**src/hw/rtl/sah_pkg.sv**
```systemverilog
// Shared types, register indexes and status codes for the sensor alarm annunciator.
package sah_pkg;

    localparam int unsigned CfgIndexWidth = 3;
    localparam int unsigned CfgDataWidth  = 16;

    localparam logic [CfgIndexWidth-1:0] REG_TEMP_LIMIT     = 3'd0;
    localparam logic [CfgIndexWidth-1:0] REG_HUMIDITY_LIMIT = 3'd1;
    localparam logic [CfgIndexWidth-1:0] REG_LIGHT_LIMIT    = 3'd2;
    localparam logic [CfgIndexWidth-1:0] REG_TEMP_HYST      = 3'd3;
    localparam logic [CfgIndexWidth-1:0] REG_HUMIDITY_HYST  = 3'd4;
    localparam logic [CfgIndexWidth-1:0] REG_LIGHT_HYST     = 3'd5;
    localparam logic [CfgIndexWidth-1:0] REG_BLINK_PERIOD   = 3'd6;
    localparam logic [CfgIndexWidth-1:0] REG_BUZZ_PERIOD    = 3'd7;

    typedef enum logic [1:0] {
        ST_NORMAL  = 2'd0,
        ST_WARNING = 2'd1,
        ST_FAULT   = 2'd2,
        ST_NODATA  = 2'd3
    } status_t;

    typedef struct packed {
        logic signed [11:0] temp_limit;
        logic [9:0]         humidity_limit;
        logic [9:0]         light_limit;
        logic [7:0]         temp_hysteresis;
        logic [7:0]         humidity_hysteresis;
        logic [7:0]         light_hysteresis;
        logic [15:0]        blink_period;
        logic [15:0]        buzz_period;
    } cfg_t;

    typedef struct packed {
        logic [31:0]        time_ms;
        logic               data_present;
        logic               sensor_ok;
        logic signed [11:0] temperature;
        logic [9:0]         humidity;
        logic [9:0]         light_level;
    } item_t;

    typedef struct packed {
        status_t status;
        logic    red_led;
        logic    green_led;
        logic    blue_led;
        logic    buzzer_sounding;
        logic    temp_alarm_out;
        logic    humidity_alarm_out;
        logic    light_alarm_out;
    } result_t;

endpackage

```
**src/hw/rtl/sah_cfg_regs.sv**
```systemverilog
// Configuration register file for the sensor alarm annunciator.
module sah_cfg_regs (
    input  logic                              clk,
    input  logic                              rst_n,
    input  logic                              cfg_valid,
    output logic                              cfg_ready,
    input  logic [sah_pkg::CfgIndexWidth-1:0] cfg_index,
    input  logic [sah_pkg::CfgDataWidth-1:0]  cfg_data,
    output sah_pkg::cfg_t                     cfg
);
    import sah_pkg::*;

    cfg_t cfg_reg;

    assign cfg_ready = 1'b1;
    assign cfg      = cfg_reg;

    always_ff @(posedge clk or negedge rst_n)
    begin
        if (!rst_n)
        begin
            cfg_reg.temp_limit          <= 12'sd300;
            cfg_reg.humidity_limit      <= 10'd700;
            cfg_reg.light_limit         <= 10'd200;
            cfg_reg.temp_hysteresis     <= 8'd10;
            cfg_reg.humidity_hysteresis <= 8'd20;
            cfg_reg.light_hysteresis    <= 8'd20;
            cfg_reg.blink_period        <= 16'd500;
            cfg_reg.buzz_period         <= 16'd1000;
        end
        else if (cfg_valid)
        begin
            unique case (cfg_index)
                REG_TEMP_LIMIT:     cfg_reg.temp_limit          <= $signed(cfg_data[11:0]);
                REG_HUMIDITY_LIMIT: cfg_reg.humidity_limit      <= cfg_data[9:0];
                REG_LIGHT_LIMIT:    cfg_reg.light_limit         <= cfg_data[9:0];
                REG_TEMP_HYST:      cfg_reg.temp_hysteresis     <= cfg_data[7:0];
                REG_HUMIDITY_HYST:  cfg_reg.humidity_hysteresis <= cfg_data[7:0];
                REG_LIGHT_HYST:     cfg_reg.light_hysteresis    <= cfg_data[7:0];
                REG_BLINK_PERIOD:   cfg_reg.blink_period        <= cfg_data;
                REG_BUZZ_PERIOD:    cfg_reg.buzz_period         <= cfg_data;
                default:            ;
            endcase
        end
    end

endmodule

```
**src/hw/rtl/sah_eval.sv**
```systemverilog
// Alarm hysteresis, status, LED blink and buzzer timing for one sensor update.
module sah_eval (
    input  logic             clk,
    input  logic             rst_n,
    input  logic             advance,
    input  sah_pkg::cfg_t    cfg,
    input  sah_pkg::item_t   item,
    output sah_pkg::result_t result
);
    import sah_pkg::*;

    logic        temp_alarm_reg, temp_alarm_next;
    logic        humidity_alarm_reg, humidity_alarm_next;
    logic        light_alarm_reg, light_alarm_next;
    logic        led_phase_reg, led_phase_next;
    logic [31:0] blink_start_reg, blink_start_next;
    logic        buzzer_reg, buzzer_next;
    logic [31:0] buzz_start_reg, buzz_start_next;

    logic               reading_ok;
    logic signed [12:0] temp_clear;
    logic signed [11:0] humidity_clear;
    logic [10:0]        light_clear;
    logic               temp_set, temp_clr;
    logic               humidity_set, humidity_clr;
    logic               light_set, light_clr;
    status_t            status;
    logic [31:0]        blink_elapsed;
    logic               blink_due;
    logic [31:0]        buzz_origin;
    logic [31:0]        buzz_elapsed;
    logic               red, green;

    always_comb
    begin
        reading_ok = item.data_present & item.sensor_ok;

        // clearing points are computed wider than their limits so they never wrap
        temp_clear     = $signed({cfg.temp_limit[11], cfg.temp_limit})
                         - $signed({5'b0, cfg.temp_hysteresis});
        humidity_clear = $signed({2'b0, cfg.humidity_limit})
                         - $signed({4'b0, cfg.humidity_hysteresis});
        light_clear    = {1'b0, cfg.light_limit} + {3'b0, cfg.light_hysteresis};

        temp_set     = $signed(item.temperature) >= $signed(cfg.temp_limit);
        temp_clr     = $signed({item.temperature[11], item.temperature}) <= temp_clear;
        humidity_set = item.humidity >= cfg.humidity_limit;
        humidity_clr = $signed({2'b0, item.humidity}) <= humidity_clear;
        light_set    = item.light_level <= cfg.light_limit;
        light_clr    = {1'b0, item.light_level} >= light_clear;

        temp_alarm_next     = reading_ok & (temp_alarm_reg ? !temp_clr : temp_set);
        humidity_alarm_next = reading_ok & (humidity_alarm_reg ? !humidity_clr : humidity_set);
        light_alarm_next    = reading_ok & (light_alarm_reg ? !light_clr : light_set);

        priority if (reading_ok)
            status = (temp_alarm_next | humidity_alarm_next | light_alarm_next)
                     ? ST_WARNING : ST_NORMAL;
        else if (item.data_present)
            status = ST_FAULT;
        else
            status = ST_NODATA;

        blink_elapsed = item.time_ms - blink_start_reg;
        blink_due     = blink_elapsed >= {16'b0, cfg.blink_period};

        led_phase_next   = 1'b0;
        blink_start_next = item.time_ms;
        red              = 1'b0;
        green            = 1'b0;
        unique case (status)
            ST_NORMAL:  green = 1'b1;
            ST_WARNING: red   = 1'b1;
            ST_FAULT:
            begin
                // toggle on interval expiry, otherwise hold phase and origin
                led_phase_next   = blink_due ? !led_phase_reg : led_phase_reg;
                blink_start_next = blink_due ? item.time_ms : blink_start_reg;
                red              = led_phase_next;
                green            = led_phase_next;
            end
            ST_NODATA:  ;
            default:    ;
        endcase

        // an idle buzzer restarts its interval at this update
        buzz_origin  = buzzer_reg ? buzz_start_reg : item.time_ms;
        buzz_elapsed = item.time_ms - buzz_origin;
        if (status == ST_WARNING)
        begin
            buzz_start_next = buzz_origin;
            buzzer_next     = buzz_elapsed < {16'b0, cfg.buzz_period};
        end
        else
        begin
            buzz_start_next = item.time_ms;
            buzzer_next     = 1'b0;
        end

        result.status             = status;
        result.red_led            = red;
        result.green_led          = green;
        result.blue_led           = 1'b0;
        result.buzzer_sounding    = buzzer_next;
        result.temp_alarm_out     = temp_alarm_next;
        result.humidity_alarm_out = humidity_alarm_next;
        result.light_alarm_out    = light_alarm_next;
    end

    always_ff @(posedge clk or negedge rst_n)
    begin
        if (!rst_n)
        begin
            temp_alarm_reg     <= 1'b0;
            humidity_alarm_reg <= 1'b0;
            light_alarm_reg    <= 1'b0;
            led_phase_reg      <= 1'b0;
            blink_start_reg    <= 32'd0;
            buzzer_reg         <= 1'b0;
            buzz_start_reg     <= 32'd0;
        end
        else if (advance)
        begin
            temp_alarm_reg     <= temp_alarm_next;
            humidity_alarm_reg <= humidity_alarm_next;
            light_alarm_reg    <= light_alarm_next;
            led_phase_reg      <= led_phase_next;
            blink_start_reg    <= blink_start_next;
            buzzer_reg         <= buzzer_next;
            buzz_start_reg     <= buzz_start_next;
        end
    end

endmodule

```
**src/hw/rtl/sensor_alarm_hysteresis_annunciator.sv**
```systemverilog
// Top level of the sensor alarm annunciator: input register, evaluation and result register.
//
//  Channel  Dir  Handshake               Carries
//  s_axis   in   s_axis_tvalid/tready    one sensor update per request
//  m_axis   out  m_axis_tvalid/tready    one status result per update
//  cfg      in   cfg_valid/cfg_ready     register index and write data
//
// An update is held in the input register and is evaluated into the result register
// when the output can take it: one update per cycle while the output is not stalled.
// Alarm, blink and buzzer state advance only when an update moves to the result
// register, so a stalled output holds everything upstream without loss.
// Reset clears alarm and timer state and loads the documented register defaults.
module sensor_alarm_hysteresis_annunciator (
    input  logic                              clk,
    input  logic                              rst_n,
    input  logic                              s_axis_tvalid,
    output logic                              s_axis_tready,
    // [31:0] time_ms, [43:32] temperature, [53:44] humidity, [63:54] light_level
    input  logic [63:0]                       s_axis_tdata,
    // [0] data_present, [1] sensor_ok
    input  logic [1:0]                        s_axis_tuser,
    output logic                              m_axis_tvalid,
    input  logic                              m_axis_tready,
    // [1:0] status, [2] red_led, [3] green_led, [4] blue_led, [5] buzzer_sounding,
    // [6] temp_alarm_out, [7] humidity_alarm_out, [8] light_alarm_out, [15:9] zero
    output logic [15:0]                       m_axis_tdata,
    input  logic                              cfg_valid,
    output logic                              cfg_ready,
    input  logic [sah_pkg::CfgIndexWidth-1:0] cfg_index,
    input  logic [sah_pkg::CfgDataWidth-1:0]  cfg_data
);
    import sah_pkg::*;

    cfg_t    cfg;
    item_t   in_item_reg;
    logic    in_valid_reg;
    result_t result;
    result_t out_result_reg;
    logic    out_valid_reg;
    logic    advance;

    assign advance       = in_valid_reg & (!out_valid_reg | m_axis_tready);
    assign s_axis_tready = !in_valid_reg | advance;

    sah_cfg_regs u_cfg (
        .clk       (clk),
        .rst_n     (rst_n),
        .cfg_valid (cfg_valid),
        .cfg_ready (cfg_ready),
        .cfg_index (cfg_index),
        .cfg_data  (cfg_data),
        .cfg       (cfg)
    );

    sah_eval u_eval (
        .clk     (clk),
        .rst_n   (rst_n),
        .advance (advance),
        .cfg     (cfg),
        .item    (in_item_reg),
        .result  (result)
    );

    always_ff @(posedge clk or negedge rst_n)
    begin
        if (!rst_n)
        begin
            in_valid_reg  <= 1'b0;
            out_valid_reg <= 1'b0;
        end
        else
        begin
            if (s_axis_tready)
                in_valid_reg <= s_axis_tvalid;
            if (advance)
                out_valid_reg <= 1'b1;
            else if (m_axis_tready)
                out_valid_reg <= 1'b0;
        end
    end

    always_ff @(posedge clk)
    begin
        if (s_axis_tvalid && s_axis_tready)
        begin
            in_item_reg.time_ms      <= s_axis_tdata[31:0];
            in_item_reg.temperature  <= $signed(s_axis_tdata[43:32]);
            in_item_reg.humidity     <= s_axis_tdata[53:44];
            in_item_reg.light_level  <= s_axis_tdata[63:54];
            in_item_reg.data_present <= s_axis_tuser[0];
            in_item_reg.sensor_ok    <= s_axis_tuser[1];
        end
        if (advance)
            out_result_reg <= result;
    end

    assign m_axis_tvalid = out_valid_reg;
    assign m_axis_tdata  = {7'b0,
                            out_result_reg.light_alarm_out,
                            out_result_reg.humidity_alarm_out,
                            out_result_reg.temp_alarm_out,
                            out_result_reg.buzzer_sounding,
                            out_result_reg.blue_led,
                            out_result_reg.green_led,
                            out_result_reg.red_led,
                            out_result_reg.status};

    // buzzer only sounds in warning status
    assert property (@(posedge clk) disable iff (!rst_n)
        (out_valid_reg && out_result_reg.buzzer_sounding) |->
            (out_result_reg.status == ST_WARNING))
        else $error("buzzer on outside warning status");

    // fault and missing data clear every alarm
    assert property (@(posedge clk) disable iff (!rst_n)
        (out_valid_reg && (out_result_reg.status == ST_FAULT ||
                           out_result_reg.status == ST_NODATA)) |->
            !(out_result_reg.temp_alarm_out || out_result_reg.humidity_alarm_out ||
              out_result_reg.light_alarm_out))
        else $error("alarm held through fault or no data");

    // warning status means some alarm is set
    assert property (@(posedge clk) disable iff (!rst_n)
        (out_valid_reg && out_result_reg.status == ST_WARNING) |->
            (out_result_reg.temp_alarm_out || out_result_reg.humidity_alarm_out ||
             out_result_reg.light_alarm_out))
        else $error("warning without alarm");

    // an evaluated request always lands in the result register
    assert property (@(posedge clk) disable iff (!rst_n)
        advance |=> out_valid_reg)
        else $error("evaluated request lost");

endmodule
```
**config.mk**
```make
export PLATFORM = sky130hd
export DESIGN_NAME = sensor_alarm_hysteresis_annunciator
export DESIGN_NICKNAME = d
export VERILOG_FILES = /design/src/hw/rtl/sah_pkg.sv /design/src/hw/rtl/sah_cfg_regs.sv /design/src/hw/rtl/sah_eval.sv /design/src/hw/rtl/sensor_alarm_hysteresis_annunciator.sv
export SDC_FILE = /design/constraint.sdc
export NUM_CORES = 1
export LEC_CHECK = 0
export BUFFER_PORTS_ARGS = -buffer_cell sky130_fd_sc_hd__buf_2
export CAP_MARGIN = 30
export CELL_PAD_IN_SITES_DETAIL_PLACEMENT = 0
export CELL_PAD_IN_SITES_GLOBAL_PLACEMENT = 1
export CORE_MARGIN = 2
export CORE_UTILIZATION = 35
export DETAILED_ROUTE_END_ITERATION = 7
export PLACE_DENSITY = 0.63
export SLEW_MARGIN = 40
export SYNTH_ARGS = -nofsm -noshare
export SYNTH_HDL_FRONTEND = slang
export SYNTH_SLANG_ARGS = --single-unit
```
**constraint.sdc**
```tcl
create_clock -name clk -period 5.7 [get_ports clk]
set_input_delay 0.285 -clock clk [delete_from_list [all_inputs] [get_ports clk]]
set_output_delay 0.285 -clock clk [all_outputs]
set_load 0.03 [all_outputs]
```
# Word level (Yosys, flattened, before mapping)
# Index checks and enable logic that the tools add are counted.
# Widths: inputs -> output; s select.
[classes]
n_reduce_logical = 19
magnitude_cmp = 8
n_mux = 17
n_bitwise = 9
add_sub_neg = 5
eq_ne = 10
[op_table]
columns = ["op", "count"]
rows = [
  ["$mux 32", 4],
  ["$sub 32x32->32", 2],
  ["$ge 32x16->1", 1],
  ["$lt 32x16->1", 1],
  ["$reduce_and 2->1", 9],
  ["$le 12x13->1", 1],
  ["$sub 12x9->13", 1],
  ["$eq 3x3->1 const B", 4],
  ["$ge 12x12->1", 1],
  ["$le 11x12->1", 1],
  ["$add 10x8->11", 1],
  ["$ge 10x11->1", 1],
  ["$sub 10x8->11", 1],
  ["$ge 10x10->1", 1],
  ["$le 10x10->1", 1],
  ["$mux 1", 10],
  ["$eq 3x2->1 const B", 2],
  ["$logic_not 1->1", 6],
  ["$and 1x1->1", 5],
  ["$or 1x1->1", 4],
  ["$pmux 1 s2", 2],
  ["$eq 3x1->1 const B", 1],
  ["$logic_not 3->1", 1],
  ["$eq 2x1->1 const B", 1],
  ["6 further kinds", 6],
]
[word_totals]
register_bits = 233
output_inout_bits = 19
in_bits = 90
elab_cells = 98

# Logic depth before layout (Yosys ltp)
[logic_depth]
ltp_word = 12
mapped_depth = 24
mapped_depth_nobuf = 22

# Modules after synthesis
# A second synthesis with hierarchy kept.
[unflattened]
cells_unflattened = 1489
area_unflattened_um2 = 15955.3
[modules_own_cells]
columns = ["module", "cells_each", "area_each_um2", "n_inst", "seq_area_each_um2"]
rows = [
  ["sah_eval", 1202, 10030.9, 1, 1726.7],
  ["sah_cfg_regs", 196, 3512.1, 1, 2240.9],
  ["sensor_alarm_hysteresis_annunciator", 91, 2412.3, 1, 2302.2],
]

# Least setup slack after synthesis
# No wires, ideal clock.
[synth_path]
path_type = "register -> register"
from = "reg u_cfg.cfg_reg (netlist bit u_cfg.cfg[41])"
to = "reg u_eval.buzz_start_reg[10]"
arrival_ns = 4.481
setup_time_ns = 0.125
n_path_buf = 1
required_time_ns = 5.575
period_less_slack_ns = 4.606
slack_ns = 1.094
path_stages_with_launch = 22
path_cell_list = "dfrtp_1 > inv_1 > ha_1 > nor2b_1 > o21ai_0 > a21oi_1 > o21ai_0 > nand2b_1 > a21o_1 > a21o_1 > a211oi_1 > xnor2_1 > ha_1 > a211oi_1 > o21ai_0 > nor2b_1 > a211oi_1 > o311ai_0 > o211ai_1 > a21oi_1 > buf_2 > mux2_2"
[synth_via]
elab_chain_cells = 11
[synth_lines]
columns = ["element", "line", "rtl"]
rows = [
  ["start, declared", "sah_cfg_regs.sv:13", "cfg_t cfg_reg;"],
  ["$sub 10x8->11", "sah_eval.sv:42", "- $signed({4'b0, cfg.humidity_hysteresis});"],
  ["$le 11x12->1", "sah_eval.sv:48", "humidity_clr = $signed({2'b0, item.humidity}) <= humidity_clear;"],
  ["$logic_not 1->1", "sah_eval.sv:53", "humidity_alarm_next = reading_ok & (humidity_alarm_reg ? !humidity_clr : humidity_set);"],
  ["$mux 1", "sah_eval.sv:53", ""],
  ["$and 1x1->1", "sah_eval.sv:53", ""],
  ["$or 1x1->1 (2 in series)", "sah_eval.sv:57", "status = (temp_alarm_next | humidity_alarm_next | light_alarm_next)"],
  ["$mux 1", "sah_eval.sv:58", "? ST_WARNING : ST_NORMAL;"],
  ["$mux 2", "sah_eval.sv:56", "priority if (reading_ok)"],
  ["$eq 2x1->1", "sah_eval.sv:89", "if (status == ST_WARNING)"],
  ["$mux 32", "sah_eval.sv:89", ""],
  ["end signal, assigned", "sah_eval.sv:130", "buzz_start_reg <= buzz_start_next;"],
  ["end, declared", "sah_eval.sv:18", "logic [31:0] buzz_start_reg, buzz_start_next;"],
]
# No other way between the ends.
# A chain may end at the register's enable or synchronous reset.

# Worst setup path in the final report
[layout_path]
from = "reg u_cfg.cfg_reg (netlist bit u_cfg.cfg[76])"
to = "reg u_eval.buzz_start_reg[16]"
[layout_via]
elab_chain_cells = 11
elab_cells_between_ends = 12
classes_between = "add/sub: 1; order compare: 2; eq/ne: 1; mux: 4; bitwise: 3; reduce/logical: 1"
[layout_lines]
columns = ["element", "line", "rtl"]
rows = [
  ["$sub 12x9->13", "sah_eval.sv:40", "- $signed({5'b0, cfg.temp_hysteresis});"],
  ["$le 12x13->1", "sah_eval.sv:46", "temp_clr = $signed({item.temperature[11], item.temperature}) <= temp_clear;"],
  ["$logic_not 1->1", "sah_eval.sv:52", "temp_alarm_next = reading_ok & (temp_alarm_reg ? !temp_clr : temp_set);"],
  ["$mux 1 (*)", "sah_eval.sv:52", ""],
  ["$and 1x1->1 (*)", "sah_eval.sv:52", ""],
  ["$or 1x1->1 (*) (2 in series)", "sah_eval.sv:57", ""],
  ["$mux 1 (*)", "sah_eval.sv:58", ""],
  ["$mux 2 (*)", "sah_eval.sv:56", ""],
  ["$eq 2x1->1 (*)", "sah_eval.sv:89", ""],
  ["$mux 32 (*)", "sah_eval.sv:89", ""],
]
# Every way passes the cells marked *; elsewhere a longest branch is shown, timed or not.

==> out/results.tsv <==
metric	value	unit
fmax	0.197	GHz
start_util	35.6	%
avgSynthCellArea	10.3	µm²
grt.met1_usage	24.4	%
cp_top_family	compound AO/OA/AOI/OAI gates	
synth.area.top_cells	dfrtp_1, ha_1, edfxtp_1	
critPathCaptureType	register	
reg2reg_slack	630	ps
route.detailed.drc	0	
async_flop_share	68.2	%
critPathMostFrequentCell	a21o_1	
netlist.top_cell.by_area	dfrtp_1	
drtAntennaViolNets	0	
synth_cell_types	77	
worstSetupStartpointType	register	
ctsResizeCount	0	
grt_antenna_before_repair	2	
ys_dominant_reg_cell	dfrtp_1	
fp.coreArea	44300	µm²
grt_pass1_wl	65100	µm
setup_violations	0	
netlist_area	15800	µm²
grt_pass1_vias	12000	
drv_slew	0	
fin_crit_sh	88.9	%
yosys-top-cells-count	ha_1, inv_1, dfrtp_1, nand2_1, o21ai_0	
ys_warn_count	0	
hold_path.class	in -> reg	
hold_viol	0	
synth_cells	1535	
hpwlAfterDp	30600	µm
path_class	reg -> reg	
busiest_layer	met2	
crit_chain	inv_1, ha_1, fa_1, nor2b_1, o21ai_0, a21oi_1, o21ai_0, nand2b_1, a21o_1, a21o_1, nor3_1, xnor2_1, ha_1, a21o_1, a2111oi_0, o211ai_1, a32oi_1, o211ai_1, a21oi_4, buf_12, mux2_2	
cts_tree	yes	
skew	22.9	ps
slew_headroom	47.0	%
via_per_inst	5.02	
fp-row-count	77	
rsz0062_at_grt	no	
gr-total-overflow	0	
worst_pin_slew	775	ps
grt_max_degree	65	
leakage	8.24	nW
yosysMostFrequentCell	ha_1	
cp.arrival	5510	ps
dieArea	46800	µm²
drt_first_pass_iters	5	
ys_seq_area_share	39.5	%
vias	11700	
ys_ff_latch	233	
synth_edf_count	74	
first_iter_violations	636	
area_delta_synth_final	18.6	%
finalCriticalPeriod	5070	ps
status	complete, no violations	
drt_wl_total	39700	µm
clockBufferDepth	3	
place_congestion	0.846	
maxCapViolations	0	
ir_drop	235	µV
cts.sink_count	233	
hold_ws	19.8	ps
numCtsBuffers	29	
cts_max_level	1	
slowest_stage	a2111oi_0	
crit_required	6150	ps
power	6.63	mW
cp_max_fo	32	
fp.dieH	216	µm
insertion_delay	580	ps
io_buffer_count	99	
powerDensity	354	nW/µm²
cts_root_buf	clkbuf_16	
num_io_pins	109	
grtUsageMet3	2.47	%
layout.nets	1990	
yosys.area.top_type_share	20.3	%
track_usage	17.3	%
largest_reg_flops	88	
wire_per_inst	17.0	µm
max_stage_delay	470	ps
crit_buf_inv	2	
met2_usage	28.2	%
path_clk_slew	60	ps
fin_tns_setup	0	ps
layout-drive-gt1-share	18.7	%
fp.dieW	216	µm
[layout make-up]
cell class              instances  area (µm²)
clock inverters                12         165
repair buffers                188        1380
multi-input cells            1114        8790
diodes                          3        7.51
clock buffers                  42         846
well taps                     592         741
inverters                     147         552
fillers                      4358       25600
flip-flops and latches        233        6240
[tightest hold or removal path, cell delays in order]
cell,delay [ps]
buf_2,140
nand2_1,60
o21ai_0,60
[report_power, final]
part | total [mW] | internal, mW | switching, mW
registers | 2.21 | 2.04 | 0.168
logic | 2.47 | 1.12 | 1.35
clock network | 1.96 | 1.20 | 0.751
total | 6.63 | 4.36 | 2.27
[final timing paths]
path | startpoint | end | cells after the start
worst max register to register | u_cfg.cfg[76]$_DFFE_PN0P_ | u_eval.buzz_start_reg[16]$_DFFE_PN0P_ | 21
max in group asynchronous | rst_n | u_cfg.cfg[50]$_DFFE_PN0P_ | 3
worst max-delay path | u_cfg.cfg[76]$_DFFE_PN0P_ | u_eval.buzz_start_reg[16]$_DFFE_PN0P_ | 21
worst min-delay path | cfg_data[11] | u_cfg.cfg[87]$_DFFE_PN0P_ | 3
worst min register to register | in_valid_reg$_DFFE_PN0N_ | m_axis_tvalid$_DFFE_PN0P_ | 1
min in group asynchronous | rst_n | u_eval.led_phase_reg$_DFFE_PN0P_ | 2
[timing repair]
item / CTS / global route
hold buffers: 73 / 0
hold endpoints to repair: 137 / 0
setup buffers: 0 / 0
[logic make-up after synthesis]
kind of cell,share of synthesized area [%]
compound gates,15.5
xor+xnor,3.72
fa+ha+maj,15.1
buf+inv,5.10
flops,39.5
mux,11.2
other cells,0.0476
simple gates,9.80
[per-stage QoR]
| step | utilization [%] | std cells | cell area (µm²) | setup slack (ps) |
|---|---|---|---|---|
| floorplan | - | 1542 | 15800 | 1090 |
| global placement | 38.2 | 2197 | 16900 | 635 |
| detailed placement | 38.3 | 2201 | 17000 | 606 |
| CTS | 42.2 | 2328 | 18700 | 580 |
| global route | 42.2 | 2329 | 18700 | 36.0 |
| finish | 42.2 | 2331 | 18700 | 631 |
[cell usage in the layout, fill, tap and decap left out, types with 7 or more instances in the layout]
cell	instances
o21bai_1	13
edfxtp_1	74
nor2b_1	19
nand2b_1	21
mux2i_1	37
dlygate4sd3_1	73
conb_1	9
ha_1	182
buf_4	14
a211oi_1	19
xnor2_1	45
a21oi_1	94
o211ai_1	16
dfrtp_1	127
clkbuf_16	30
nand2_1	118
o21a_1	19
o21ai_0	106
clkbuf_1	7
a2111oi_0	8
mux2_2	84
a31oi_1	10
nor2_1	61
dfstp_2	31
nand4_1	24
nand3_1	17
buf_2	98
mux2_4	30
xor2_1	22
a21o_1	38
inv_1	147
nor3_1	17
or3_1	7
[layer usage]
metal  up-vias  part of all wire [%]
met1      5607                    49
li1       5900                     -
met3        37                   3.5
met5         -                     0
met2       162                    45
met4         0                   1.8
No activity file was read; power rests on OpenSTA's default activity.
